--- config.mk ---
export PLATFORM = sky130hd
export DESIGN_NAME = battery_status_packet_decoder_core_flat
export DESIGN_NICKNAME = d
export VERILOG_FILES = /design/src/hw/rtl/bspd_pkg.sv /design/src/hw/rtl/bspd_req_if.sv /design/src/hw/rtl/bspd_rsp_if.sv /design/src/hw/rtl/battery_status_packet_decoder_core.sv /design/src/flat_wrapper.sv
export SDC_FILE = /design/constraint.sdc
export NUM_CORES = 1
export LEC_CHECK = 0
export BUFFER_PORTS_ARGS = -buffer_cell sky130_fd_sc_hd__clkbuf_2
export CORE_AREA = 5 5 135 137
export CTS_CLUSTER_SIZE = 24
export DETAILED_ROUTE_END_ITERATION = 6
export DIE_AREA = 0 0 140 142
export GPL_ROUTABILITY_DRIVEN = 0
export GPL_TIMING_DRIVEN = 0
export PLACE_DENSITY = 0.66
export SLEW_MARGIN = 20
export SYNTH_ARGS = -nofsm -noshare
export SYNTH_HDL_FRONTEND = slang
export SYNTH_SLANG_ARGS = --single-unit
--- constraint.sdc ---
create_clock -name clock -period 8.85 [get_ports clock]
set_input_delay 0.885 -clock clock [delete_from_list [all_inputs] [get_ports clock]]
set_output_delay 0.885 -clock clock [all_outputs]
set_load 0.05 [all_outputs]
--- src/hw/rtl/bspd_pkg.sv ---
`default_nettype none
// ----------------------------------------------------------------------------
// bspd_pkg
// Shared types and fixed constants of the battery status packet decoder.
// ----------------------------------------------------------------------------
package bspd_pkg;

   typedef logic        [7:0]  byte_type;
   typedef logic        [1:0]  charge_type;
   typedef logic        [10:0] volt_type;
   typedef logic signed [11:0] diff_type;
   typedef logic signed [2:0]  level_type;
   typedef logic        [6:0]  miss_type;

   // charge state codes
   localparam charge_type CHARGE_IDLE = 2'd0;
   localparam charge_type CHARGE_DONE = 2'd3;

   // status byte layout
   localparam byte_type STATUS_CHARGE_MASK = 8'h07;
   localparam byte_type STATUS_MODE_MASK   = 8'h08;

   // grades
   localparam level_type LEVEL_NONE = -3'sd1;
   localparam level_type LEVEL_0    = 3'sd0;
   localparam level_type LEVEL_1    = 3'sd1;
   localparam level_type LEVEL_2    = 3'sd2;
   localparam level_type LEVEL_3    = 3'sd3;

   // controller cell thresholds, 10 mV units
   localparam volt_type CELL1_TH3 = 11'd370;
   localparam volt_type CELL1_TH2 = 11'd355;
   localparam volt_type CELL1_TH1 = 11'd340;
   localparam volt_type CELL1_TH0 = 11'd330;

   // two-cell pack thresholds, 10 mV units
   localparam volt_type PACK_TH3 = 11'd740;
   localparam volt_type PACK_TH2 = 11'd720;
   localparam volt_type PACK_TH1 = 11'd700;
   localparam volt_type PACK_TH0 = 11'd600;

   // per-cell override limits
   localparam volt_type CELL_EMPTY = 11'd300;
   localparam volt_type CELL_WEAK  = 11'd350;

   localparam miss_type MISS_HELD = 7'd99;

endpackage : bspd_pkg
`default_nettype wire

--- src/hw/rtl/bspd_req_if.sv ---
`default_nettype none
// ----------------------------------------------------------------------------
// bspd_req_if
// Request channel: one received packet or one receive timeout per request.
// ----------------------------------------------------------------------------
interface bspd_req_if;
   import bspd_pkg::*;

   logic     valid;
   logic     ready;
   logic     packet_received;
   byte_type status_byte;
   byte_type cell1_byte;
   byte_type pack2_low_byte;
   byte_type pack2_total_byte;
   byte_type pack3_low_byte;
   byte_type pack3_total_byte;

   modport source (
      output valid, packet_received, status_byte, cell1_byte,
             pack2_low_byte, pack2_total_byte, pack3_low_byte, pack3_total_byte,
      input  ready
   );

   modport sink (
      input  valid, packet_received, status_byte, cell1_byte,
             pack2_low_byte, pack2_total_byte, pack3_low_byte, pack3_total_byte,
      output ready
   );

endinterface : bspd_req_if
`default_nettype wire

--- src/hw/rtl/bspd_rsp_if.sv ---
`default_nettype none
// ----------------------------------------------------------------------------
// bspd_rsp_if
// Response channel: the decoded status record after each request.
// ----------------------------------------------------------------------------
interface bspd_rsp_if;
   import bspd_pkg::*;

   logic       valid;
   logic       ready;
   charge_type charge_state;
   logic       single_pack_mode;
   volt_type   cell1_voltage;
   volt_type   pack2_low_voltage;
   diff_type   pack2_high_voltage;
   volt_type   pack3_low_voltage;
   diff_type   pack3_high_voltage;
   level_type  level1;
   level_type  level2;
   level_type  level3;
   miss_type   miss_count;

   modport source (
      output valid, charge_state, single_pack_mode, cell1_voltage,
             pack2_low_voltage, pack2_high_voltage, pack3_low_voltage,
             pack3_high_voltage, level1, level2, level3, miss_count,
      input  ready
   );

   modport sink (
      input  valid, charge_state, single_pack_mode, cell1_voltage,
             pack2_low_voltage, pack2_high_voltage, pack3_low_voltage,
             pack3_high_voltage, level1, level2, level3, miss_count,
      output ready
   );

endinterface : bspd_rsp_if
`default_nettype wire

--- src/hw/rtl/battery_status_packet_decoder_core.sv ---
`default_nettype none
// ----------------------------------------------------------------------------
// battery_status_packet_decoder_core
// Decodes charger status packets and receive timeouts into a held status
// record with scaled voltages, battery grades and a miss counter.
// ----------------------------------------------------------------------------
// Each request is a received packet or a receive timeout; each request yields
// exactly one response carrying the held record after the update. Requests
// pass the request register, then the record register, which doubles as the
// response register, and one request is accepted every cycle as long as
// the response side keeps up. A stalled response leaves room for one more
// request in the request register. The held record resets to charge state
// idle, single pack mode set, all voltages zero, all grades -1 and no misses.
// A packet clears the miss counter; MISS_LIMIT consecutive timeouts are
// tolerated, the next one forces the counter to 99, the charge state to idle
// and all grades to -1. Voltages and the mode bit survive timeouts.
// ----------------------------------------------------------------------------
module battery_status_packet_decoder_core #(
   parameter int MISS_LIMIT = 3
) (
   input  wire logic   clock,
   input  wire logic   reset,
   bspd_req_if.sink    req_bus,
   bspd_rsp_if.source  rsp_bus
);
   import bspd_pkg::*;

   // -------------------------------------------------------------------------
   // grading helpers
   // -------------------------------------------------------------------------
   function automatic level_type grade_cell1(input volt_type v);
      level_type g;
      if (v > CELL1_TH3)      g = LEVEL_3;
      else if (v > CELL1_TH2) g = LEVEL_2;
      else if (v > CELL1_TH1) g = LEVEL_1;
      else if (v > CELL1_TH0) g = LEVEL_0;
      else                    g = LEVEL_NONE;
      return g;
   endfunction

   // grade from the pack total, then override it on a weak or empty cell;
   // the upper cell is signed since a bad total can undercut the lower cell
   function automatic level_type grade_pack(input volt_type total, input volt_type low,
                                            input diff_type high);
      level_type g;
      if (total > PACK_TH3)      g = LEVEL_3;
      else if (total > PACK_TH2) g = LEVEL_2;
      else if (total > PACK_TH1) g = LEVEL_1;
      else if (total > PACK_TH0) g = LEVEL_0;
      else                       g = LEVEL_NONE;
      if (low <= CELL_EMPTY)                          g = LEVEL_NONE;
      else if (high <= $signed({1'b0, CELL_EMPTY}))   g = LEVEL_NONE;
      else if (low <= CELL_WEAK)                      g = LEVEL_0;
      else if (high <= $signed({1'b0, CELL_WEAK}))    g = LEVEL_0;
      return g;
   endfunction

   // 50 mV steps to 10 mV units: x*5 = x*4 + x
   function automatic volt_type scale5(input byte_type b);
      return {1'b0, b, 2'b00} + {3'b000, b};
   endfunction

   // -------------------------------------------------------------------------
   // request register
   // -------------------------------------------------------------------------
   logic     in_valid_ff, in_valid_in;
   logic     in_pkt_ff;
   byte_type in_status_ff, in_cell1_ff, in_p2_low_ff, in_p2_tot_ff;
   byte_type in_p3_low_ff, in_p3_tot_ff;

   logic rsp_valid_ff, rsp_valid_in;
   logic advance;     // request register moves into the record
   logic req_take;    // new request accepted this cycle

   assign advance       = in_valid_ff && (!rsp_valid_ff || rsp_bus.ready);
   assign req_bus.ready = !in_valid_ff || advance;
   assign req_take      = req_bus.valid && req_bus.ready;

   always_comb begin
      in_valid_in = in_valid_ff;
      if (req_take)     in_valid_in = 1'b1;
      else if (advance) in_valid_in = 1'b0;
   end

   always_ff @(posedge clock) begin
      if (reset) begin
         in_valid_ff <= 1'b0;
      end else begin
         in_valid_ff <= in_valid_in;
      end
      if (req_take) begin
         in_pkt_ff    <= req_bus.packet_received;
         in_status_ff <= req_bus.status_byte;
         in_cell1_ff  <= req_bus.cell1_byte;
         in_p2_low_ff <= req_bus.pack2_low_byte;
         in_p2_tot_ff <= req_bus.pack2_total_byte;
         in_p3_low_ff <= req_bus.pack3_low_byte;
         in_p3_tot_ff <= req_bus.pack3_total_byte;
      end
   end

   // -------------------------------------------------------------------------
   // decode
   // -------------------------------------------------------------------------
   volt_type   v1, v2, t2, v4, t3;
   diff_type   v3, v5;
   byte_type   cs_raw;
   charge_type cs_cap;
   logic       mode_new;
   miss_type   miss_next;

   charge_type cs_ff, cs_in;
   logic       mode_ff, mode_in;
   volt_type   v1_ff, v1_in, v2_ff, v2_in, v4_ff, v4_in;
   diff_type   v3_ff, v3_in, v5_ff, v5_in;
   level_type  lv1_ff, lv1_in, lv2_ff, lv2_in, lv3_ff, lv3_in;
   miss_type   miss_ff, miss_in;

   assign v1 = scale5(in_cell1_ff);
   assign v2 = scale5(in_p2_low_ff);
   assign t2 = scale5(in_p2_tot_ff);
   assign v4 = scale5(in_p3_low_ff);
   assign t3 = scale5(in_p3_tot_ff);
   assign v3 = $signed({1'b0, t2}) - $signed({1'b0, v2});
   assign v5 = $signed({1'b0, t3}) - $signed({1'b0, v4});

   assign cs_raw   = in_status_ff & STATUS_CHARGE_MASK;
   assign cs_cap   = (cs_raw > 8'(CHARGE_DONE)) ? CHARGE_DONE : cs_raw[1:0];
   assign mode_new = |(in_status_ff & STATUS_MODE_MASK);
   assign miss_next = miss_ff + 7'd1;   // at most 100, fits

   always_comb begin
      cs_in   = cs_ff;
      mode_in = mode_ff;
      v1_in   = v1_ff;
      v2_in   = v2_ff;
      v3_in   = v3_ff;
      v4_in   = v4_ff;
      v5_in   = v5_ff;
      lv1_in  = lv1_ff;
      lv2_in  = lv2_ff;
      lv3_in  = lv3_ff;
      miss_in = miss_ff;
      if (advance) begin
         if (in_pkt_ff) begin
            miss_in = '0;
            cs_in   = cs_cap;
            mode_in = mode_new;
            v1_in   = v1;
            v2_in   = v2;
            v3_in   = v3;
            v4_in   = v4;
            v5_in   = v5;
            lv1_in  = grade_cell1(v1);
            lv2_in  = grade_pack(t2, v2, v3);
            lv3_in  = mode_new ? LEVEL_NONE : grade_pack(t3, v4, v5);
         end else if (miss_next > 7'(MISS_LIMIT)) begin
            // link lost: drop the charge state and grades
            miss_in = MISS_HELD;
            cs_in   = CHARGE_IDLE;
            lv1_in  = LEVEL_NONE;
            lv2_in  = LEVEL_NONE;
            lv3_in  = LEVEL_NONE;
         end else begin
            miss_in = miss_next;
         end
      end
   end

   always_comb begin
      rsp_valid_in = rsp_valid_ff;
      if (advance)            rsp_valid_in = 1'b1;
      else if (rsp_bus.ready) rsp_valid_in = 1'b0;
   end

   // -------------------------------------------------------------------------
   // held record / response register
   // -------------------------------------------------------------------------
   always_ff @(posedge clock) begin
      if (reset) begin
         rsp_valid_ff <= 1'b0;
         cs_ff        <= CHARGE_IDLE;
         mode_ff      <= 1'b1;
         v1_ff        <= '0;
         v2_ff        <= '0;
         v3_ff        <= '0;
         v4_ff        <= '0;
         v5_ff        <= '0;
         lv1_ff       <= LEVEL_NONE;
         lv2_ff       <= LEVEL_NONE;
         lv3_ff       <= LEVEL_NONE;
         miss_ff      <= '0;
      end else begin
         rsp_valid_ff <= rsp_valid_in;
         cs_ff        <= cs_in;
         mode_ff      <= mode_in;
         v1_ff        <= v1_in;
         v2_ff        <= v2_in;
         v3_ff        <= v3_in;
         v4_ff        <= v4_in;
         v5_ff        <= v5_in;
         lv1_ff       <= lv1_in;
         lv2_ff       <= lv2_in;
         lv3_ff       <= lv3_in;
         miss_ff      <= miss_in;
      end
   end

   assign rsp_bus.valid              = rsp_valid_ff;
   assign rsp_bus.charge_state       = cs_ff;
   assign rsp_bus.single_pack_mode   = mode_ff;
   assign rsp_bus.cell1_voltage      = v1_ff;
   assign rsp_bus.pack2_low_voltage  = v2_ff;
   assign rsp_bus.pack2_high_voltage = v3_ff;
   assign rsp_bus.pack3_low_voltage  = v4_ff;
   assign rsp_bus.pack3_high_voltage = v5_ff;
   assign rsp_bus.level1             = lv1_ff;
   assign rsp_bus.level2             = lv2_ff;
   assign rsp_bus.level3             = lv3_ff;
   assign rsp_bus.miss_count         = miss_ff;

`ifndef SYNTH
   // counter is either within the tolerated run or pinned
   a_miss_range: assert property (@(posedge clock) disable iff (reset)
      (miss_ff <= 7'(MISS_LIMIT)) || (miss_ff == MISS_HELD))
      else $error("miss counter out of range");

   // a packet always clears the miss counter
   a_pkt_clears: assert property (@(posedge clock) disable iff (reset)
      (advance && in_pkt_ff) |=> (miss_ff == '0))
      else $error("packet did not clear miss counter");

   // pinned counter means charge state and grades were dropped
   a_lost_clear: assert property (@(posedge clock) disable iff (reset)
      (miss_ff == MISS_HELD) |-> (cs_ff == CHARGE_IDLE && lv1_ff == LEVEL_NONE &&
                                  lv2_ff == LEVEL_NONE && lv3_ff == LEVEL_NONE))
      else $error("record not cleared after link loss");

   // pack three is never graded in single pack mode
   a_single_pack: assert property (@(posedge clock) disable iff (reset)
      mode_ff |-> (lv3_ff == LEVEL_NONE))
      else $error("pack three graded in single pack mode");

   // record only changes when a request moves in
   a_record_hold: assert property (@(posedge clock) disable iff (reset)
      !advance |=> ($stable(miss_ff) && $stable(v1_ff) && $stable(lv2_ff)))
      else $error("record changed without a request");
`endif

endmodule : battery_status_packet_decoder_core
`default_nettype wire
--- src/flat_wrapper.sv ---
// flat-port wrapper written by rule: the top's interface ports become plain ports
module battery_status_packet_decoder_core_flat import bspd_pkg::*;
#(
   parameter int MISS_LIMIT = 3
)
  (clock, reset, req_bus_valid, req_bus_packet_received, req_bus_status_byte, req_bus_cell1_byte, req_bus_pack2_low_byte, req_bus_pack2_total_byte, req_bus_pack3_low_byte, req_bus_pack3_total_byte, req_bus_ready, rsp_bus_valid, rsp_bus_charge_state, rsp_bus_single_pack_mode, rsp_bus_cell1_voltage, rsp_bus_pack2_low_voltage, rsp_bus_pack2_high_voltage, rsp_bus_pack3_low_voltage, rsp_bus_pack3_high_voltage, rsp_bus_level1, rsp_bus_level2, rsp_bus_level3, rsp_bus_miss_count, rsp_bus_ready);
  bspd_req_if req_bus_i ();
  bspd_rsp_if rsp_bus_i ();
  input  wire logic clock;
  input  wire logic reset;
  input wire logic [$bits(req_bus_i.valid)-1:0] req_bus_valid;
  input wire logic [$bits(req_bus_i.packet_received)-1:0] req_bus_packet_received;
  input wire logic [$bits(req_bus_i.status_byte)-1:0] req_bus_status_byte;
  input wire logic [$bits(req_bus_i.cell1_byte)-1:0] req_bus_cell1_byte;
  input wire logic [$bits(req_bus_i.pack2_low_byte)-1:0] req_bus_pack2_low_byte;
  input wire logic [$bits(req_bus_i.pack2_total_byte)-1:0] req_bus_pack2_total_byte;
  input wire logic [$bits(req_bus_i.pack3_low_byte)-1:0] req_bus_pack3_low_byte;
  input wire logic [$bits(req_bus_i.pack3_total_byte)-1:0] req_bus_pack3_total_byte;
  output wire logic [$bits(req_bus_i.ready)-1:0] req_bus_ready;
  output wire logic [$bits(rsp_bus_i.valid)-1:0] rsp_bus_valid;
  output wire logic [$bits(rsp_bus_i.charge_state)-1:0] rsp_bus_charge_state;
  output wire logic [$bits(rsp_bus_i.single_pack_mode)-1:0] rsp_bus_single_pack_mode;
  output wire logic [$bits(rsp_bus_i.cell1_voltage)-1:0] rsp_bus_cell1_voltage;
  output wire logic [$bits(rsp_bus_i.pack2_low_voltage)-1:0] rsp_bus_pack2_low_voltage;
  output wire logic [$bits(rsp_bus_i.pack2_high_voltage)-1:0] rsp_bus_pack2_high_voltage;
  output wire logic [$bits(rsp_bus_i.pack3_low_voltage)-1:0] rsp_bus_pack3_low_voltage;
  output wire logic [$bits(rsp_bus_i.pack3_high_voltage)-1:0] rsp_bus_pack3_high_voltage;
  output wire logic [$bits(rsp_bus_i.level1)-1:0] rsp_bus_level1;
  output wire logic [$bits(rsp_bus_i.level2)-1:0] rsp_bus_level2;
  output wire logic [$bits(rsp_bus_i.level3)-1:0] rsp_bus_level3;
  output wire logic [$bits(rsp_bus_i.miss_count)-1:0] rsp_bus_miss_count;
  input wire logic [$bits(rsp_bus_i.ready)-1:0] rsp_bus_ready;
  assign req_bus_i.valid = req_bus_valid;
  assign req_bus_i.packet_received = req_bus_packet_received;
  assign req_bus_i.status_byte = req_bus_status_byte;
  assign req_bus_i.cell1_byte = req_bus_cell1_byte;
  assign req_bus_i.pack2_low_byte = req_bus_pack2_low_byte;
  assign req_bus_i.pack2_total_byte = req_bus_pack2_total_byte;
  assign req_bus_i.pack3_low_byte = req_bus_pack3_low_byte;
  assign req_bus_i.pack3_total_byte = req_bus_pack3_total_byte;
  assign req_bus_ready = req_bus_i.ready;
  assign rsp_bus_valid = rsp_bus_i.valid;
  assign rsp_bus_charge_state = rsp_bus_i.charge_state;
  assign rsp_bus_single_pack_mode = rsp_bus_i.single_pack_mode;
  assign rsp_bus_cell1_voltage = rsp_bus_i.cell1_voltage;
  assign rsp_bus_pack2_low_voltage = rsp_bus_i.pack2_low_voltage;
  assign rsp_bus_pack2_high_voltage = rsp_bus_i.pack2_high_voltage;
  assign rsp_bus_pack3_low_voltage = rsp_bus_i.pack3_low_voltage;
  assign rsp_bus_pack3_high_voltage = rsp_bus_i.pack3_high_voltage;
  assign rsp_bus_level1 = rsp_bus_i.level1;
  assign rsp_bus_level2 = rsp_bus_i.level2;
  assign rsp_bus_level3 = rsp_bus_i.level3;
  assign rsp_bus_miss_count = rsp_bus_i.miss_count;
  assign rsp_bus_i.ready = rsp_bus_ready;
  battery_status_packet_decoder_core #(.MISS_LIMIT(MISS_LIMIT)) u_core (.clock(clock), .reset(reset), .req_bus(req_bus_i), .rsp_bus(rsp_bus_i));
endmodule
==> metrics <==
status=finished, violations left; failing checks=design-rule violations; via count=roughly 6700; Startpoint Class=flop; post-cts resize count=0; Setup violations, final=0; crit path DAT=4340 ps; placed cell areas=between 8000 and 9000 um^2; Die Y=142 um; vias in the first global route=approximately 6500; Routed Antenna Nets=0; hold_buf cts=0; clk_skew=8.70 ps; Post-synth top cells=106 x nand2_1, 92 x nor2_1, 86 x a21oi_1; Critical Path Fanout Max=5; Most used DFF post-synth=dfxtp_1; Setup WS post-layout=4820 ps; Final Cell Area=~9000 um^2; Max Cap Violations=0; max_slew headroom=0.520; DR WL/cell=between 15 and 20 um; period utilization=0.455; Final Max Tran Viols=0; syn nets=963; Starting Density=0.441; largest net degree at the start of global routing=33; Seq cells post-synth=approximately 120; Synth area leaders=dfxtp_1 21%, edfxtp_1 18%, ha_1 8.7%; post-synth cell types=80; synthesized instance count=851; FMAX=0.248 GHz; top cell type by total area after synthesis=dfxtp_1; number of buffers added on ports=around 130; post-synthesis sequential area ratio=0.390; worst hold path type=flop to flop; power per cell area=around 210 nW/um^2; share of the synthesized area in the top cell type=0.209; Initial DRT Pass Iterations=7; FILL cells=between 1500 and 2000; aggregate global routing overflow=0; Row Count=48; final period demand of the worst path=slightly above 4000 ps; 1st-iter DRT viols=roughly 340; insertion delay to the later sink of the worst-skew pair=~430 ps; Area growth syn-to-layout=19.6%; fraction of layout cells with a size suffix above 1=0.176; dpl hpwl=approximately 16000 um; Clock Tree Buf Depth=2; ANT cells=0; Mean Syn Cell Area=~8.8 um^2; Worst VDD drop=0.153 mV; Post-CTS Setup Bufs=0; GRT Total Usage=0.205; number of flops mapped to enable cells by yosys=45; first-pass GRT wire length=between 30000 and 40000 um; CTS H-tree depth=4; CP Capture Type=flop; Root Driver=clkbuf_16; routed wire length=20000 um; CP required=between 9000 and 10000 ps; setup TNS=0 ps; pre-CTS WS=around 4800 ps; fin nets=1109; crit path kind=flop to flop; Worst-path clk slew=around 60 ps; yosys warns=0; synthesized area=~7500 um^2; clock buffer count from CTS=17; via/cell ratio=5.42; Core Region=approximately 17000 um^2; clk sinks=123; initial antenna violation count=0; die width=140 um; drt drc=2; Ports=131; die area=about 20000 um^2; RSZ-0062 raised after global routing=false; dominant cell by count in the synthesized netlist=nand2_1; share of flip-flops with an asynchronous set or reset=0; Worst-Margin Slew=~720 ps; leakage=3.69 nW; final hold violations=0; CTS tree=built
==> logic make-up (layout without fill, tap and decap cells) <==
logic type / Yosys count / count (layout) / synth area share
AND/OR/NAND/NOR: 307 / 307 / 0.191
AO/OA/AOI/OAI: 253 / 253 / 0.228
flip-flops: 123 / 123 / 0.390
buffers and inverters: 66 / 225 / 0.0332
adder cells (fa/ha/maj): 59 / 59 / 0.106
XOR/XNOR: 40 / 40 / 0.0479
multiplexers: 3 / 3 / 0.00419
==> cell type report <==
| type | instances | area, um^2 | area share |
|---|---|---|---|
| inverters | 41 | 154 | 0.0172 |
| plain buffers | 25 | 93.8 | 0.0105 |
| flip-flops and latches | 123 | 2910 | 0.326 |
| clock buffers | 21 | 460 | 0.0515 |
| repair buffers | 127 | 651 | 0.0728 |
| multi-input cells | 662 | 4310 | 0.483 |
| clock inverters | 11 | 68.8 | 0.00770 |
| well taps | 225 | 282 | 0.0315 |
==> report_power, final <==
| group | internal, mW | switching (mW) |
|---|---|---|
| registers | 0.620 | 0.0267 |
| logic | 0.229 | 0.389 |
| clock network | 0.371 | 0.262 |
| total | 1.22 | 0.678 |
==> per-layer routing <==
metal  up-vias  track usage  wire length, um
li1       3384            -                -
met1      3100        0.258             8980
met2       164        0.340             9440
met3        43       0.0487             1010
met4         0       0.0887              614
met5         -            0                0
==> critical path: stages (launching register included) <==
cell and delay [ps]:
edfxtp_1 480, ha_1 210, inv_1 50, fa_1 390
nor2b_1 120, o21a_1 150, o21ai_1 100, a311oi_1 630
ha_1 410, and2_1 190, a311oi_2 300, xor2_1 220
nand2b_1 100, o211a_1 280, o31a_1 130, o22a_1 150
==> registers in the layout (all words and copies together) (netlist names), 2 cells and up <==
name                               cells
u_core.rsp_bus.pack2_low_voltage      11
u_core.in_cell1_ff                     8
u_core.rsp_bus.charge_state            2
u_core.in_p3_tot_ff                    8
u_core.rsp_bus.level1                  3
u_core.in_p2_low_ff                    8
u_core.rsp_bus.cell1_voltage          11
u_core.rsp_bus.pack3_high_voltage     12
u_core.rsp_bus.pack2_high_voltage     12
u_core.rsp_bus.pack3_low_voltage      11
u_core.rsp_bus.miss_count              7
u_core.in_p2_tot_ff                    8
u_core.rsp_bus.level3                  3
u_core.in_status_ff                    4
u_core.rsp_bus.level2                  3
u_core.in_p3_low_ff                    8
==> cells in the final DEF, fill, tap and decap left out, drive strengths merged, types with 4 or more instances in the layout <==
cell,netlist,final
nor4,6,6
or3,8,8
edfxtp,45,45
o31a,4,4
and2,4,4
nor3,17,17
a21oi,90,90
nand4,5,5
a21o,11,11
o31ai,5,5
nand2b,16,16
o21bai,6,6
inv,40,43
o22ai,5,5
ha,52,52
o211ai,8,8
or2,8,8
clkinv,1,9
a31oi,9,9
nand2,106,106
o21ai,34,34
nand3,9,9
clkbuf,24,171
o21a,10,10
xnor2,27,27
dfxtp,78,78
a211oi,25,25
nand3b,4,4
xor2,13,13
nor2,93,93
nor2b,12,12
a21boi,6,6
fa,7,7
and3,9,9
==> metrics by stage <==
step / power (mW) / util / hold WS [ps] / std cells
5_1_grt: 2.01 / 0.527 / 475 / 1235
3_5_place_dp: 1.27 / 0.496 / 446 / 1203
6_report: 1.90 / 0.527 / 453 / 1235
2_1_floorplan: 1.13 / - / 451 / 851
4_1_cts: 1.90 / 0.527 / 454 / 1235
3_3_place_gp: 1.26 / 0.495 / 443 / 1202
==> worst paths after layout <==
check	slack, ps	startpoint	depth (start not counted)	end
setup / recovery	4820	u_core.in_p2_low_ff[0]$_DFFE_PP_	15	u_core.rsp_bus.level2[0]$_SDFFE_PP1P_
hold / removal	450	u_core.rsp_bus.cell1_voltage[6]$_SDFFE_PP0P_	2	u_core.rsp_bus.cell1_voltage[6]$_SDFFE_PP0P_
setup reg to reg	4820	u_core.in_p2_low_ff[0]$_DFFE_PP_	15	u_core.rsp_bus.level2[0]$_SDFFE_PP1P_
hold reg to reg	450	u_core.rsp_bus.cell1_voltage[6]$_SDFFE_PP0P_	2	u_core.rsp_bus.cell1_voltage[6]$_SDFFE_PP0P_
Note: power is estimated with default switching activity, not from simulation.
